<file path="src/rtl/psa_pkg.sv">
`default_nettype none
package psa_pkg;

	localparam int BUCKETS_DEF    = 129;
	localparam int PAGE_SHIFT_DEF = 13;
	localparam int POOL_PAGES_DEF = 4096;

	localparam int KIND_W      = 2;
	localparam int CNT_W       = 8;
	localparam int PAGE_W      = 35;
	localparam int ADDR_W      = 48;
	localparam int STAT_W      = 2;
	localparam int LEN_OUT_W   = 8;
	localparam int CHUNK_CNT_W = 6;
	localparam int CFG_IDX_W   = 1;

	localparam logic [KIND_W-1:0] KIND_ALLOC   = 2'd0;
	localparam logic [KIND_W-1:0] KIND_RELEASE = 2'd1;
	localparam logic [KIND_W-1:0] KIND_LOOKUP  = 2'd2;

	localparam logic [CFG_IDX_W-1:0] REG_BASE   = 1'd0;
	localparam logic [CFG_IDX_W-1:0] REG_CHUNKS = 1'd1;

	typedef enum logic [STAT_W-1:0] {
		STAT_OK,
		STAT_OOM,
		STAT_NF,
		STAT_BAD
	} stat_t;

	typedef enum logic [4:0] {
		S_CLEAR, S_IDLE, S_DECODE, S_SCAN, S_REFILL, S_POP, S_SPLIT, S_BUSY,
		S_UL_RD, S_UL_FIX, S_LB_WR, S_MAP, S_PUSH_RD, S_PUSH_WR, S_PUSH_LINK,
		S_REL_CHK, S_BK0, S_BK_E, S_BK_CHK, S_FW0, S_FW_E, S_FW_CHK, S_RFORM,
		S_LK_E, S_LK_SET, S_DONE
	} state_t;

	typedef enum logic [4:0] {
		OP_NONE, OP_CLEAR, OP_TAKE, OP_SCAN, OP_REFILL, OP_HEAD_RD, OP_POP,
		OP_UL_RD, OP_UL_FIX, OP_SPLIT_SET, OP_BUSY_SET, OP_LB_WR, OP_MAP,
		OP_PUSH_RD, OP_PUSH_WR, OP_PUSH_LINK, OP_REL_RD, OP_REL_CHK, OP_BK_RD,
		OP_NB_RD, OP_BK_MERGE, OP_FW_RD, OP_FW_MERGE, OP_REL_FORM, OP_LK_RD,
		OP_LK_LEN, OP_LK_SET
	} op_t;

	typedef struct packed {
		op_t   op;
		logic  out_load;
		stat_t res;
	} cmd_t;

	typedef struct packed {
		logic              clr_last;
		logic [KIND_W-1:0] kind;
		logic              cnt_bad;
		logic              rel_oob;
		logic              lk_oob;
		logic              scan_hit;
		logic              scan_end;
		logic              refill_ok;
		logic              split;
		logic              not_start;
		logic              span_free;
		logic              at_zero;
		logic              e_zero;
		logic              nb_stop;
		logic              fw_end;
		logic              map_last;
		logic              fbusy;
	} sts_t;

endpackage
`default_nettype wire

</file>
<file path="src/rtl/psa_ctrl.sv">
`default_nettype none
module psa_ctrl (
	input  wire logic          clk,
	input  wire logic          arst_n,
	input  wire logic          in_valid,
	output logic               in_ready,
	output logic               out_valid,
	input  wire logic          out_ready,
	input  wire psa_pkg::sts_t sts,
	output psa_pkg::cmd_t      cmd
);
	import psa_pkg::*;

	state_t state_q, state_n;
	state_t fret_q, fret_n;
	state_t uret_q, uret_n;
	stat_t  res_q, res_n;
	logic   out_valid_q, out_valid_n;

	always_ff @(posedge clk or negedge arst_n) begin
		if (!arst_n) begin
			state_q     <= S_CLEAR;
			fret_q      <= S_IDLE;
			uret_q      <= S_IDLE;
			res_q       <= STAT_OK;
			out_valid_q <= 1'b0;
		end else begin
			state_q     <= state_n;
			fret_q      <= fret_n;
			uret_q      <= uret_n;
			res_q       <= res_n;
			out_valid_q <= out_valid_n;
		end
	end

	always_comb begin
		state_n      = state_q;
		fret_n       = fret_q;
		uret_n       = uret_q;
		res_n        = res_q;
		cmd.op       = OP_NONE;
		cmd.out_load = 1'b0;
		cmd.res      = res_q;
		case (state_q)
			S_CLEAR: begin
				cmd.op = OP_CLEAR;
				if (sts.clr_last) state_n = S_IDLE;
			end
			S_IDLE: begin
				if (in_valid) begin
					cmd.op  = OP_TAKE;
					state_n = S_DECODE;
				end
			end
			S_DECODE: begin
				case (sts.kind)
					KIND_ALLOC: begin
						if (sts.cnt_bad) begin
							res_n   = STAT_BAD;
							state_n = S_DONE;
						end else begin
							state_n = S_SCAN;
						end
					end
					KIND_RELEASE: begin
						if (sts.rel_oob) begin
							res_n   = STAT_NF;
							state_n = S_DONE;
						end else begin
							cmd.op  = OP_REL_RD;
							state_n = S_REL_CHK;
						end
					end
					KIND_LOOKUP: begin
						if (sts.lk_oob) begin
							res_n   = STAT_NF;
							state_n = S_DONE;
						end else begin
							cmd.op  = OP_LK_RD;
							state_n = S_LK_E;
						end
					end
					default: begin
						res_n   = STAT_BAD;
						state_n = S_DONE;
					end
				endcase
			end
			S_SCAN: begin
				if (sts.scan_hit) begin
					cmd.op  = OP_HEAD_RD;
					state_n = S_POP;
				end else if (sts.scan_end) begin
					state_n = S_REFILL;
				end else begin
					cmd.op = OP_SCAN;
				end
			end
			S_REFILL: begin
				if (sts.refill_ok) begin
					cmd.op  = OP_REFILL;
					fret_n  = S_SCAN;
					state_n = S_LB_WR;
				end else begin
					res_n   = STAT_OOM;
					state_n = S_DONE;
				end
			end
			S_POP: begin
				cmd.op  = OP_POP;
				uret_n  = S_SPLIT;
				state_n = S_UL_RD;
			end
			S_SPLIT: begin
				if (sts.split) begin
					cmd.op  = OP_SPLIT_SET;
					fret_n  = S_BUSY;
					state_n = S_LB_WR;
				end else begin
					state_n = S_BUSY;
				end
			end
			S_BUSY: begin
				cmd.op  = OP_BUSY_SET;
				res_n   = STAT_OK;
				fret_n  = S_DONE;
				state_n = S_LB_WR;
			end
			S_UL_RD: begin
				cmd.op  = OP_UL_RD;
				state_n = S_UL_FIX;
			end
			S_UL_FIX: begin
				cmd.op  = OP_UL_FIX;
				state_n = uret_q;
			end
			S_LB_WR: begin
				cmd.op  = OP_LB_WR;
				state_n = S_MAP;
			end
			S_MAP: begin
				cmd.op = OP_MAP;
				if (sts.map_last) state_n = sts.fbusy ? fret_q : S_PUSH_RD;
			end
			S_PUSH_RD: begin
				cmd.op  = OP_PUSH_RD;
				state_n = S_PUSH_WR;
			end
			S_PUSH_WR: begin
				cmd.op  = OP_PUSH_WR;
				state_n = S_PUSH_LINK;
			end
			S_PUSH_LINK: begin
				cmd.op  = OP_PUSH_LINK;
				state_n = fret_q;
			end
			S_REL_CHK: begin
				if (sts.not_start) begin
					res_n   = STAT_NF;
					state_n = S_DONE;
				end else if (sts.span_free) begin
					res_n   = STAT_BAD;
					state_n = S_DONE;
				end else begin
					cmd.op  = OP_REL_CHK;
					state_n = S_BK0;
				end
			end
			S_BK0: begin
				if (sts.at_zero) begin
					state_n = S_FW0;
				end else begin
					cmd.op  = OP_BK_RD;
					state_n = S_BK_E;
				end
			end
			S_BK_E: begin
				if (sts.e_zero) begin
					state_n = S_FW0;
				end else begin
					cmd.op  = OP_NB_RD;
					state_n = S_BK_CHK;
				end
			end
			S_BK_CHK: begin
				if (sts.nb_stop) begin
					state_n = S_FW0;
				end else begin
					cmd.op  = OP_BK_MERGE;
					uret_n  = S_BK0;
					state_n = S_UL_RD;
				end
			end
			S_FW0: begin
				if (sts.fw_end) begin
					state_n = S_RFORM;
				end else begin
					cmd.op  = OP_FW_RD;
					state_n = S_FW_E;
				end
			end
			S_FW_E: begin
				if (sts.e_zero) begin
					state_n = S_RFORM;
				end else begin
					cmd.op  = OP_NB_RD;
					state_n = S_FW_CHK;
				end
			end
			S_FW_CHK: begin
				if (sts.nb_stop) begin
					state_n = S_RFORM;
				end else begin
					cmd.op  = OP_FW_MERGE;
					uret_n  = S_FW0;
					state_n = S_UL_RD;
				end
			end
			S_RFORM: begin
				cmd.op  = OP_REL_FORM;
				res_n   = STAT_OK;
				fret_n  = S_DONE;
				state_n = S_LB_WR;
			end
			S_LK_E: begin
				if (sts.e_zero) begin
					res_n   = STAT_NF;
					state_n = S_DONE;
				end else begin
					cmd.op  = OP_LK_LEN;
					state_n = S_LK_SET;
				end
			end
			S_LK_SET: begin
				cmd.op  = OP_LK_SET;
				res_n   = STAT_OK;
				state_n = S_DONE;
			end
			S_DONE: begin
				if (!out_valid_q || out_ready) begin
					cmd.out_load = 1'b1;
					state_n      = S_IDLE;
				end
			end
			default: begin
				state_n = S_IDLE;
			end
		endcase
		out_valid_n = cmd.out_load ? 1'b1 : (out_ready ? 1'b0 : out_valid_q);
	end

	assign in_ready  = (state_q == S_IDLE);
	assign out_valid = out_valid_q;

`ifndef SYNTHESIS
	a_take_decodes: assert property (@(posedge clk) disable iff (!arst_n)
		in_valid && in_ready |=> state_q == S_DONE || state_q == S_DECODE)
		else $error("accepted request did not enter decode");
	a_rise_from_done: assert property (@(posedge clk) disable iff (!arst_n)
		$rose(out_valid_q) |-> $past(state_q) == S_DONE)
		else $error("result raised outside the done state");
`endif
endmodule
`default_nettype wire

</file>
<file path="config.mk">
export PLATFORM = sky130hd
export DESIGN_NAME = psa_ctrl
export DESIGN_NICKNAME = d
export VERILOG_FILES = /design/src/rtl/psa_pkg.sv /design/src/rtl/psa_ctrl.sv
export SDC_FILE = /design/constraint.sdc
export NUM_CORES = 1
export LEC_CHECK = 0
export BUFFER_PORTS_ARGS = -buffer_cell sky130_fd_sc_hd__clkbuf_2
export CORE_ASPECT_RATIO = 2
export CORE_MARGIN = 1.5
export CORE_UTILIZATION = 62
export DETAILED_ROUTE_END_ITERATION = 10
export PLACE_DENSITY = 0.92
export SLEW_MARGIN = 20
export SYNTH_ARGS = -nofsm -noshare
export SYNTH_HDL_FRONTEND = slang
export SYNTH_SLANG_ARGS = --single-unit
export TNS_END_PERCENT = 50
</file>
<file path="constraint.sdc">
create_clock -name clk -period 5.2 [get_ports clk]
set_clock_uncertainty 0.15 [all_clocks]
set_input_delay 0.52 -clock clk [delete_from_list [all_inputs] [get_ports clk]]
set_output_delay 0.52 -clock clk [all_outputs]
set_load 0.03 [all_outputs]
</file>
==> impl_results.md, run 1 <==
- Outcome: finished, final reports clean
- Sequential cell area fraction in the yosys report: 19.7%
- Min Tclk post-route: 3410 ps
- Net count of the mapped netlist: 297
- Post-synthesis cell type count: 57
- Maximum number of pins on one net before global-route repair: 40
- CTS Root Buffer Type: sky130_fd_sc_hd__clkbuf_8
- Grt ovf: 0
- Internal power of the cells: 0.487 mW
- Fin util: 69.4%
- Die span in y: 81.5 um
- Number of placement rows: 28
- Max-Slew Margin vs Limit: 30.5%
- Post-route total power: 1.12 mW
- Total net switching power: 0.636 mW
- Die Footprint: 3450 um^2
- Kind of start point of the critical path: register
- Clock power frac: 8.7%
- Number of endpoints with negative hold slack in the final report: 0
- VDD IR-drop max: 0.401 mV
- Dominant register cell in the synthesized netlist: sky130_fd_sc_hd__dfrtp_1
- Crit Path Max Fanout: 35
- Placement Setup Slack: 2170 ps
- Routability congestion estimate: 1.09
- Path category of the worst min-delay check: input port to async pin
- Data arrival time of the critical path: 2740 ps
- Remaining number of nets flagged by the antenna check after routing: 0
- Sw frac: 56.6%
- Worst skew pair latency: 250 ps
- Initial Utilization: 65.0%
- Die extent in x: 42.3 um
- Area added between synthesis and finish: 6.87%
- DRT Wirelength: 6830 um
- Initial antenna violation count: 0
- Crit. End Element: output pin
- Vias after detailed routing: 2302
- Maximum clock rate: 293 MHz
- Part of the power in combinational logic: 69.4%
- 1st-pass router iterations: 5
- Vias per std cell: 7.28
- Required time at the worst-slack endpoint: 4530 ps
- Post-DP HPWL: 5060 um
- Total leakage power: 0.869 nW
- CTS tree: done
- Overall Global Routing Usage: 42.8%
- Setup Fix Bufs, Post-CTS: 0
- CTS buffer count: 3
- Total count of max-transition violations in the final report: 0
- CTS Hold Buffers Added: 0
- Number of cells upsized or downsized after cts: 0
- Number of standard cells in the layout, taps in and fillers out: 316
- Reg clk slew, reported paths: 70 ps
- Layout net count: 313
- Fraction of layout instances using a drive strength above 1: 16.4%
- Number of placed instances with taps included: 312
- Worst Max-Slew Pin Slew: 1040 ps
- Final-layout setup total negative slack: 0 ps
- Setup repair after global routing missed its margin: no
- Category of the critical setup timing path: register to output pin
- Mapped Avg Cell Area: 7.05 um^2
- Number of enable flip-flop cells after synthesis: 0
- Antenna diode count: 0
- Final worst path period share: 65.6%
- Sequential group share of total power: 21.9%
- Final setup violation count: 0
- Share of synthesized flip-flops with an asynchronous set or reset: 100%
- 1st-iter DRT viols: 213
- Post-Syn Instances: 271
- Port-buffer cells: 31
- Power per unit of standard cell area: 549 nW/um^2
- Vias in the first global route: 2111
- Post-Syn Area: 1910 um^2
- Clock sink total: 15
- Average wire per cell in the routed design: 21.6 um
- Ys Warns: 0
- #FFs+latches synth: 15
- Core box area: 2940 um^2
- Number of DRC violations after detailed routing: 0
- I/O pin count: 32
- First-pass GRT wire length: 11000 um
- Final worst setup slack: 1790 ps
- Max Cap Viol: 0
- H-tree lvl count: 1
- Clock tree buffer depth: 2
[worst paths after layout]
| path | start | endpoint | slack, ps | cells past startpoint |
|---|---|---|---|---|
| min reg2reg | res_q[1] | res_q[1] | 370 | 1 |
| max | state_q[2] | cmd[5] | 1790 | 6 |
| max in group asynchronous | arst_n | uret_q[0] | 4540 | 1 |
| min | arst_n | fret_q[1] | 30 | 1 |
| min in group clk | res_q[1] | res_q[1] | 370 | 1 |
| max reg2reg | state_q[2] | state_q[4] | 2410 | 5 |
[cell usage after synthesis (4+ instances only)]
library cell	number	share of area (%)
sky130_fd_sc_hd__a21o_1	6	2.4
sky130_fd_sc_hd__a21oi_1	31	8.1
sky130_fd_sc_hd__a22oi_1	4	1.6
sky130_fd_sc_hd__a31oi_1	5	1.6
sky130_fd_sc_hd__buf_2	10	2.6
sky130_fd_sc_hd__buf_4	4	1.6
sky130_fd_sc_hd__clkbuf_1	5	0.98
sky130_fd_sc_hd__dfrtp_1	14	18
sky130_fd_sc_hd__ha_1	4	2.6
sky130_fd_sc_hd__inv_1	10	2.0
sky130_fd_sc_hd__nand2_1	24	4.7
sky130_fd_sc_hd__nand2b_1	7	2.3
sky130_fd_sc_hd__nand3_1	7	1.8
sky130_fd_sc_hd__nand3b_1	4	1.6
sky130_fd_sc_hd__nor2_1	21	4.1
sky130_fd_sc_hd__nor2b_1	13	4.3
sky130_fd_sc_hd__nor3_1	5	1.3
sky130_fd_sc_hd__o211ai_1	6	2.4
sky130_fd_sc_hd__o21ai_0	14	3.7
sky130_fd_sc_hd__o22ai_1	5	1.6
sky130_fd_sc_hd__or3_1	8	2.6
sky130_fd_sc_hd__or4_1	4	1.6
[flip-flops by register name, indices dropped and copies added, names as in the netlist]
signal	flops
state_q	5
uret_q	4
fret_q	3
res_q	2
out_valid	1
[cell type report]
cell class	instances	area, um^2
well taps	30	37.5
flip-flops and latches	15	377
repair buffers	34	178
clock buffers	3	41.3
fillers	275	900
clock inverters	1	5.00
multi-input cells	223	1370
inverters	10	37.5
[power groups by stage]
stage | Sequential, mW | Clock (mW) | Combinational (mW)
after floorplan | 0.210 | 0 | 0.593
after global placement | 0.244 | 0 | 0.752
after detailed placement | 0.244 | 0 | 0.746
after CTS | 0.242 | 0.101 | 0.750
after global routing | 0.251 | 0.104 | 0.838
final | 0.246 | 0.0978 | 0.779
[cells in the final DEF (no fill, tap or decap), types with 3 or more instances in the layout]
| master | instances |
|---|---|
| sky130_fd_sc_hd__o21a_1 | 3 |
| sky130_fd_sc_hd__nand3b_1 | 4 |
| sky130_fd_sc_hd__or3_1 | 8 |
| sky130_fd_sc_hd__o22ai_1 | 5 |
| sky130_fd_sc_hd__nand2b_1 | 7 |
| sky130_fd_sc_hd__nor2b_1 | 13 |
| sky130_fd_sc_hd__nand2_1 | 24 |
| sky130_fd_sc_hd__o211ai_1 | 6 |
| sky130_fd_sc_hd__a21oi_1 | 31 |
| sky130_fd_sc_hd__a22oi_1 | 4 |
| sky130_fd_sc_hd__or4_1 | 4 |
| sky130_fd_sc_hd__dfrtp_1 | 14 |
| sky130_fd_sc_hd__clkbuf_8 | 3 |
| sky130_fd_sc_hd__ha_1 | 4 |
| sky130_fd_sc_hd__o31ai_1 | 3 |
| sky130_fd_sc_hd__o22a_1 | 3 |
| sky130_fd_sc_hd__buf_4 | 3 |
| sky130_fd_sc_hd__or3b_1 | 3 |
| sky130_fd_sc_hd__and2_1 | 3 |
| sky130_fd_sc_hd__o21ai_0 | 14 |
| sky130_fd_sc_hd__a31oi_1 | 5 |
| sky130_fd_sc_hd__inv_1 | 10 |
| sky130_fd_sc_hd__a21o_1 | 6 |
| sky130_fd_sc_hd__clkbuf_2 | 31 |
| sky130_fd_sc_hd__nor2_1 | 21 |
| sky130_fd_sc_hd__nand3_1 | 7 |
| sky130_fd_sc_hd__o21ai_1 | 3 |
| sky130_fd_sc_hd__nor3_1 | 5 |
[layer usage]
layer  vias to the layer above  GRT usage, %  wire length [um]
met3                        38          5.27               689
met2                       192          69.5              3330
met5                         -             0                 0
li1                       1037             -                 -
met4                         0          27.5               480
met1                      1035          52.5              2330
[logic make-up after synthesis]
group	synth area share, %
flops	19.7
compound gates	34.7
fa+ha+maj	2.62
simple gates	33.7
buf+inv	8.77
mux	0.524
[stage by stage]
step / cell area [um^2] / hold WS (ps)
3_3_place_gp: 2000 / 304
3_5_place_dp: 2000 / 307
5_1_grt: 2040 / 66.8
6_report: 2040 / 30.4
4_1_cts: 2040 / 34.1
2_1_floorplan: 1910 / 74.4
[worst max-delay path: stages, from the launching register on]
cell and delay, ps:
sky130_fd_sc_hd__dfrtp_1 1020, sky130_fd_sc_hd__nand3b_1 400, sky130_fd_sc_hd__or3_1 410, sky130_fd_sc_hd__a21oi_1 280, sky130_fd_sc_hd__nor2_1 70, sky130_fd_sc_hd__o21ai_0 80
sky130_fd_sc_hd__clkbuf_2 230
(Power assumes the default switching activity.)
==> run 2, diff against run 1 <==
--- a/config.mk
+++ b/config.mk
@@ -8,9 +8,9 @@
 export BUFFER_PORTS_ARGS = -buffer_cell sky130_fd_sc_hd__clkbuf_2
 export CORE_ASPECT_RATIO = 2
 export CORE_MARGIN = 1.5
-export CORE_UTILIZATION = 62
+export CORE_UTILIZATION = 52
 export DETAILED_ROUTE_END_ITERATION = 10
-export PLACE_DENSITY = 0.92
+export PLACE_DENSITY = 0.83
 export SLEW_MARGIN = 20
 export SYNTH_ARGS = -nofsm -noshare
 export SYNTH_HDL_FRONTEND = slang
==> constraint.sdc (replaced) <==
create_clock -name clk -period 3.1 [get_ports clk]
set_clock_uncertainty 0.15 [all_clocks]
set_input_delay 0.31 -clock clk [delete_from_list [all_inputs] [get_ports clk]]
set_output_delay 0.31 -clock clk [all_outputs]
set_load 0.03 [all_outputs]
==> run 2 against run 1 <==
Effect of this change:
- first-iteration DRC count shrank 16%
- clock-buffer cell count is the same
- sequential power grew 81%
- global-route usage shrank 2.2 points
- register-to-register slack lost 1900 ps
- sequential share of layout area shrank 0.87 points
- clock power grew 74%
- combinational power grew 72%
- worst hold slack gained 170 ps
- critical path type unchanged
- largest cell class unchanged
==> impl_results.md, run 2 (synthesis gave the netlist of run 1 again) <==
- Sw frac: 56.0%
- Crit. End Element: output pin
- First-pass GRT wire length: 11800 um
- Core box area: 3570 um^2
- Worst Max-Slew Pin Slew: 922 ps
- Initial Utilization: 53.6%
- Clock tree buffer depth: 2
- Category of the critical setup timing path: register to output pin
- Overall Global Routing Usage: 40.6%
- Maximum number of pins on one net before global-route repair: 31
- Die Footprint: 4070 um^2
- CTS Hold Buffers Added: 1
- Min Tclk post-route: 2960 ps
- Flip-flop and latch area: 377 um^2
- 1st-pass router iterations: 5
- Die extent in x: 45.9 um
- Path category of the worst min-delay check: input port to register
- Average wire per cell in the routed design: 22.3 um
- Vias per std cell: 6.85
- Die span in y: 88.8 um
- Number of endpoints with negative hold slack in the final report: 0
- Outcome: finished, final reports clean
- Vias in the first global route: 2242
- Reg clk slew, reported paths: 60 ps
- Number of DRC violations after detailed routing: 0
- Kind of start point of the critical path: register
- Worst hold path cell count: 3
- Final setup violation count: 0
- CTS tree: done
- Post-DP HPWL: 5900 um
- Antenna diode count: 0
- Initial antenna violation count: 0
- Most flop-heavy register: state_q
- Max-Slew Margin vs Limit: 38.6%
- Total count of max-transition violations in the final report: 0
- Grt ovf: 0
- Total net switching power: 1.10 mW
- Regs by FF count: state_q (5), uret_q (4), fret_q (3)
- Final-layout setup total negative slack: 0 ps
- Fraction of layout instances using a drive strength above 1: 18.9%
- DRT Wirelength: 7700 um
- VDD IR-drop max: 0.529 mV
- Clock sink total: 15
- Final worst path period share: 95.6%
- Layout net count: 323
- I/O pin count: 32
- Setup Fix Bufs, Post-CTS: 0
- 1st-iter DRT viols: 179
- Number of flip-flops in the largest register: 5
- CTS buffer count: 3
- Routability congestion estimate: 1.04
- Number of cells upsized or downsized after cts: 0
- Remaining number of nets flagged by the antenna check after routing: 0
- Fin util: 60.1%
- Max Cap Viol: 0
- Total leakage power: 0.919 nW
- CTS Root Buffer Type: sky130_fd_sc_hd__clkbuf_8
- Hold WS: 205 ps
- Port-buffer cells: 31
- Length in cells of the worst reg-to-reg path: 6
- Number of placement rows: 31
- Clock power frac: 8.7%
- H-tree lvl count: 1
- Vias after detailed routing: 2362
- Commonest cells after routing, fill and taps aside: sky130_fd_sc_hd__a21oi_1 (31), sky130_fd_sc_hd__clkbuf_2 (31), sky130_fd_sc_hd__nand2_1 (24)
- Area added between synthesis and finish: 12.2%
- Required time at the worst-slack endpoint: 2640 ps
- Setup repair after global routing missed its margin: no
- Crit Path Max Fanout: 20
- Worst skew pair latency: 260 ps
- Final-layout fill cell count: 361
- Multi-input combinational cell area: 1370 um^2
- Power per unit of standard cell area: 914 nW/um^2
- Internal power of the cells: 0.861 mW
- Sequential group share of total power: 22.7%
- Maximum clock rate: 338 MHz
- Data arrival time of the critical path: 2500 ps
- Part of the power in combinational logic: 68.6%
run 2: path summary, 6_finish.rpt:
| path | from | endpoint | slack, ps |
|---|---|---|---|
| worst max register to register | state_q[0] | state_q[0] | 490 |
| worst max-delay path | state_q[3] | cmd[7] | 140 |
| worst min-delay path | out_ready | out_valid | 210 |
| worst min register to register | fret_q[1] | fret_q[1] | 360 |
| max in group asynchronous | arst_n | uret_q[0] | 2120 |
| min in group asynchronous | arst_n | fret_q[3] | 360 |
run 2: layout make-up:
| type | count | share of cell area [%] |
|---|---|---|
| multi-input cells | 223 | 63.8 |
| clock inverters | 1 | 0.233 |
| clock buffers | 3 | 1.93 |
| inverters | 10 | 1.75 |
| repair buffers | 44 | 11.9 |
| flip-flops and latches | 15 | 17.6 |
| well taps | 49 | 2.86 |
run 2: per-stage QoR:
stage	std cells	area [um^2]	total power, mW	setup slack, ps
2_1_floorplan	271	1910	1.35	782
5_1_grt	345	2140	2.06	66.1
3_3_place_gp	340	2090	1.75	451
4_1_cts	345	2140	1.91	199
6_report	345	2140	1.96	137
3_5_place_dp	340	2090	1.74	484
run 2: metal layers:
| layer | wire [um] | global-route usage (%) | vias to the layer above |
|---|---|---|---|
| met5 | 0 | 0 | - |
| met4 | 701 | 31.7 | 0 |
| met3 | 613 | 6.33 | 52 |
| met2 | 3690 | 65.9 | 164 |
| met1 | 2700 | 44.5 | 1090 |
| li1 | - | - | 1056 |
run 2: worst max-delay path, stage by stage (launching register included):
cell                       delay [ps]
sky130_fd_sc_hd__dfrtp_1          770
sky130_fd_sc_hd__buf_4            300
sky130_fd_sc_hd__nor3b_1           70
sky130_fd_sc_hd__o211ai_1         270
sky130_fd_sc_hd__nand2b_1         110
sky130_fd_sc_hd__or4_1            520
sky130_fd_sc_hd__clkbuf_2         200
run 2: power groups by stage:
| stage | Sequential (mW) | Combinational, mW | Clock, mW |
|---|---|---|---|
| 2_1_floorplan | 0.352 | 0.995 | 0 |
| 3_3_place_gp | 0.437 | 1.32 | 0 |
| 3_5_place_dp | 0.438 | 1.30 | 0 |
| 4_1_cts | 0.434 | 1.30 | 0.172 |
| 5_1_grt | 0.449 | 1.44 | 0.178 |
| 6_report | 0.445 | 1.34 | 0.170 |
==> run 3, diff against run 2 <==
--- a/config.mk
+++ b/config.mk
@@ -10,6 +10,7 @@
 export CORE_MARGIN = 1.5
 export CORE_UTILIZATION = 52
 export DETAILED_ROUTE_END_ITERATION = 10
+export GPL_TIMING_DRIVEN = 0
 export PLACE_DENSITY = 0.83
 export SLEW_MARGIN = 20
 export SYNTH_ARGS = -nofsm -noshare
==> run 3 against run 2 <==
Effect of this change:
- sequential cell count did not move
- final area rose by 1.3%
- register-to-register slack improved by 20 ps
- via count rose by 4.9%
- largest power group unchanged
- highest routed layer unchanged
==> impl_results.md, run 3 (synthesis gave the netlist of run 1 again) <==
- Data arrival time of the critical path: 2320 ps
- CTS Root Buffer Type: sky130_fd_sc_hd__clkbuf_8
- Max-Slew Margin vs Limit: 43.5%
- Overall Global Routing Usage: 44.7%
- Maximum number of pins on one net before global-route repair: 16
- Worst skew pair latency: 230 ps
- Max incr delay on CP: 470 ps
- Crit Path Max Fanout: 10
- Number of endpoints with negative hold slack in the final report: 0
- Die extent in x: 45.9 um
- Initial Utilization: 53.6%
- 1st-pass router iterations: 5
- VDD IR-drop max: 0.654 mV
- Max Cap Viol: 0
- Category of the critical setup timing path: register to output pin
- Maximum clock rate: 359 MHz
- Endpoint of the worst-slack reg-to-reg timing path: state_q[4]
- 1st-iter DRT viols: 208
- Reg clk slew, reported paths: 50 ps
- Hold WS: 251 ps
- Path category of the worst min-delay check: input port to register
- Average wire per cell in the routed design: 23.4 um
- Vias in the first global route: 2439
- Total buffers and inverters traversed by the critical path: 2
- Grt ovf: 0
- H-tree lvl count: 1
- Regs by FF count: state_q (5), uret_q (4), fret_q (3)
- Worst hold path cell count: 3
- Core box area: 3570 um^2
- Antenna diode count: 0
- Vias per std cell: 7.00
- I/O pin count: 32
- Max stage delay cell, worst path: sky130_fd_sc_hd__dfrtp_1
- Cell chain of the critical path: buf_6 -> or3_1 -> nor2_1 -> nand2_1 -> o21ai_0 -> or4_1 -> clkbuf_2
- Layout net count: 332
- Final-layout setup total negative slack: 0 ps
- CTS tree: done
- Clock sink total: 15
- Vias after detailed routing: 2478
- Number of DRC violations after detailed routing: 0
- CTS Hold Buffers Added: 1
- Crit. End Element: output pin
- Final instance area: 2170 um^2
- Most flop-heavy register: state_q
- Cell area after placement: 2120 um^2
- Fin util: 60.9%
- Fraction of layout instances using a drive strength above 1: 19.0%
- Leading cell type in the layout, fill and taps excluded: sky130_fd_sc_hd__a21oi_1
- CTS buffer count: 3
- Min Tclk post-route: 2780 ps
- Number of cells upsized or downsized after cts: 0
- Required time at the worst-slack endpoint: 2640 ps
- Remaining number of nets flagged by the antenna check after routing: 0
- Port-buffer cells: 29
- Number of flip-flops in the largest register: 5
- Startpoint of the lowest-slack register-to-register path: state_q[3]
- Initial antenna violation count: 1
- Final setup violation count: 0
- First-pass GRT wire length: 13100 um
- Die span in y: 88.8 um
- Total count of max-transition violations in the final report: 0
- Setup Fix Bufs, Post-CTS: 0
- Power per unit of standard cell area: 928 nW/um^2
- Clock tree buffer depth: 2
- Worst Max-Slew Pin Slew: 826 ps
- Area added between synthesis and finish: 13.7%
- Commonest cells after routing, fill and taps aside: sky130_fd_sc_hd__a21oi_1 (31), sky130_fd_sc_hd__clkbuf_2 (30), sky130_fd_sc_hd__nand2_1 (24)
- Total leakage power: 0.939 nW
- Setup repair after global routing missed its margin: no
- Largest delay contributor family on the critical path: simple AND/OR/NAND/NOR gates
- Endpoint of the worst hold path: out_valid
- Post-DP HPWL: 6280 um
- Worst hold path startpoint: out_ready
- Kind of start point of the critical path: register
- Outcome: finished, final reports clean
- DRT Wirelength: 8290 um
- Routability congestion estimate: 1.09
- Final worst path period share: 89.8%
- Length in cells of the worst reg-to-reg path: 7
- Number of placement rows: 31
- Die Footprint: 4070 um^2
- Reg2reg setup slack: 510 ps
[run 3: cell count changes in the layout (fill, tap and decap cells not counted)]
cell and delta:
sky130_fd_sc_hd__buf_2 +10, sky130_fd_sc_hd__buf_4 -8, sky130_fd_sc_hd__clkinv_2 -1, sky130_fd_sc_hd__buf_1 +1, sky130_fd_sc_hd__clkbuf_1 +6, sky130_fd_sc_hd__buf_6 +2
sky130_fd_sc_hd__clkbuf_2 -1
[run 3: worst min-delay path: stages]
cell,delay (ps)
sky130_fd_sc_hd__clkbuf_2,80
sky130_fd_sc_hd__nand2b_1,140
sky130_fd_sc_hd__nand2_1,70
[run 3: metal layers]
| metal | up-vias | global-route usage, % | wire, um |
|---|---|---|---|
| met4 | 0 | 31.7 | 731 |
| met3 | 68 | 15.5 | 983 |
| li1 | 1074 | - | - |
| met5 | - | 0 | 0 |
| met2 | 229 | 67.8 | 3950 |
| met1 | 1107 | 50.1 | 2630 |
[run 3: worst max-delay path by stage]
| stage | startpoint | slack [ps] | end | depth (start not counted) |
|---|---|---|---|---|
| after floorplan | state_q[2] | 780 | cmd[5] | 7 |
| after global placement | state_q[1] | 640 | cmd[4] | 6 |
| after detailed placement | state_q[4] | 680 | cmd[5] | 7 |
| after CTS | state_q[1] | 400 | cmd[4] | 6 |
| after global routing | state_q[4] | 270 | cmd[5] | 7 |
| final | state_q[2] | 320 | cmd[7] | 7 |
[run 3: final cells by class]
| type | count | area, um^2 |
|---|---|---|
| fillers | 368 | 1400 |
| multi-input cells | 223 | 1370 |
| flip-flops and latches | 15 | 377 |
| repair buffers | 30 | 155 |
| plain buffers | 23 | 130 |
| well taps | 49 | 61.3 |
| clock buffers | 4 | 45.0 |
| inverters | 10 | 37.5 |
[run 3: through the flow]
stage          power (mW)  instances  worst slack, ps
6_report             2.02        354              315
5_1_grt              2.12        354              268
4_1_cts              1.94        354              395
3_5_place_dp         1.78        349              676
3_3_place_gp         1.79        349              644
2_1_floorplan        1.35        271              782
[run 3: power by group]
part	total, mW	internal, mW	switching, mW
clock	0.143	0.0902	0.0524
sequential	0.347	0.281	0.0654
combinational	1.53	0.499	1.03
total	2.02	0.871	1.14
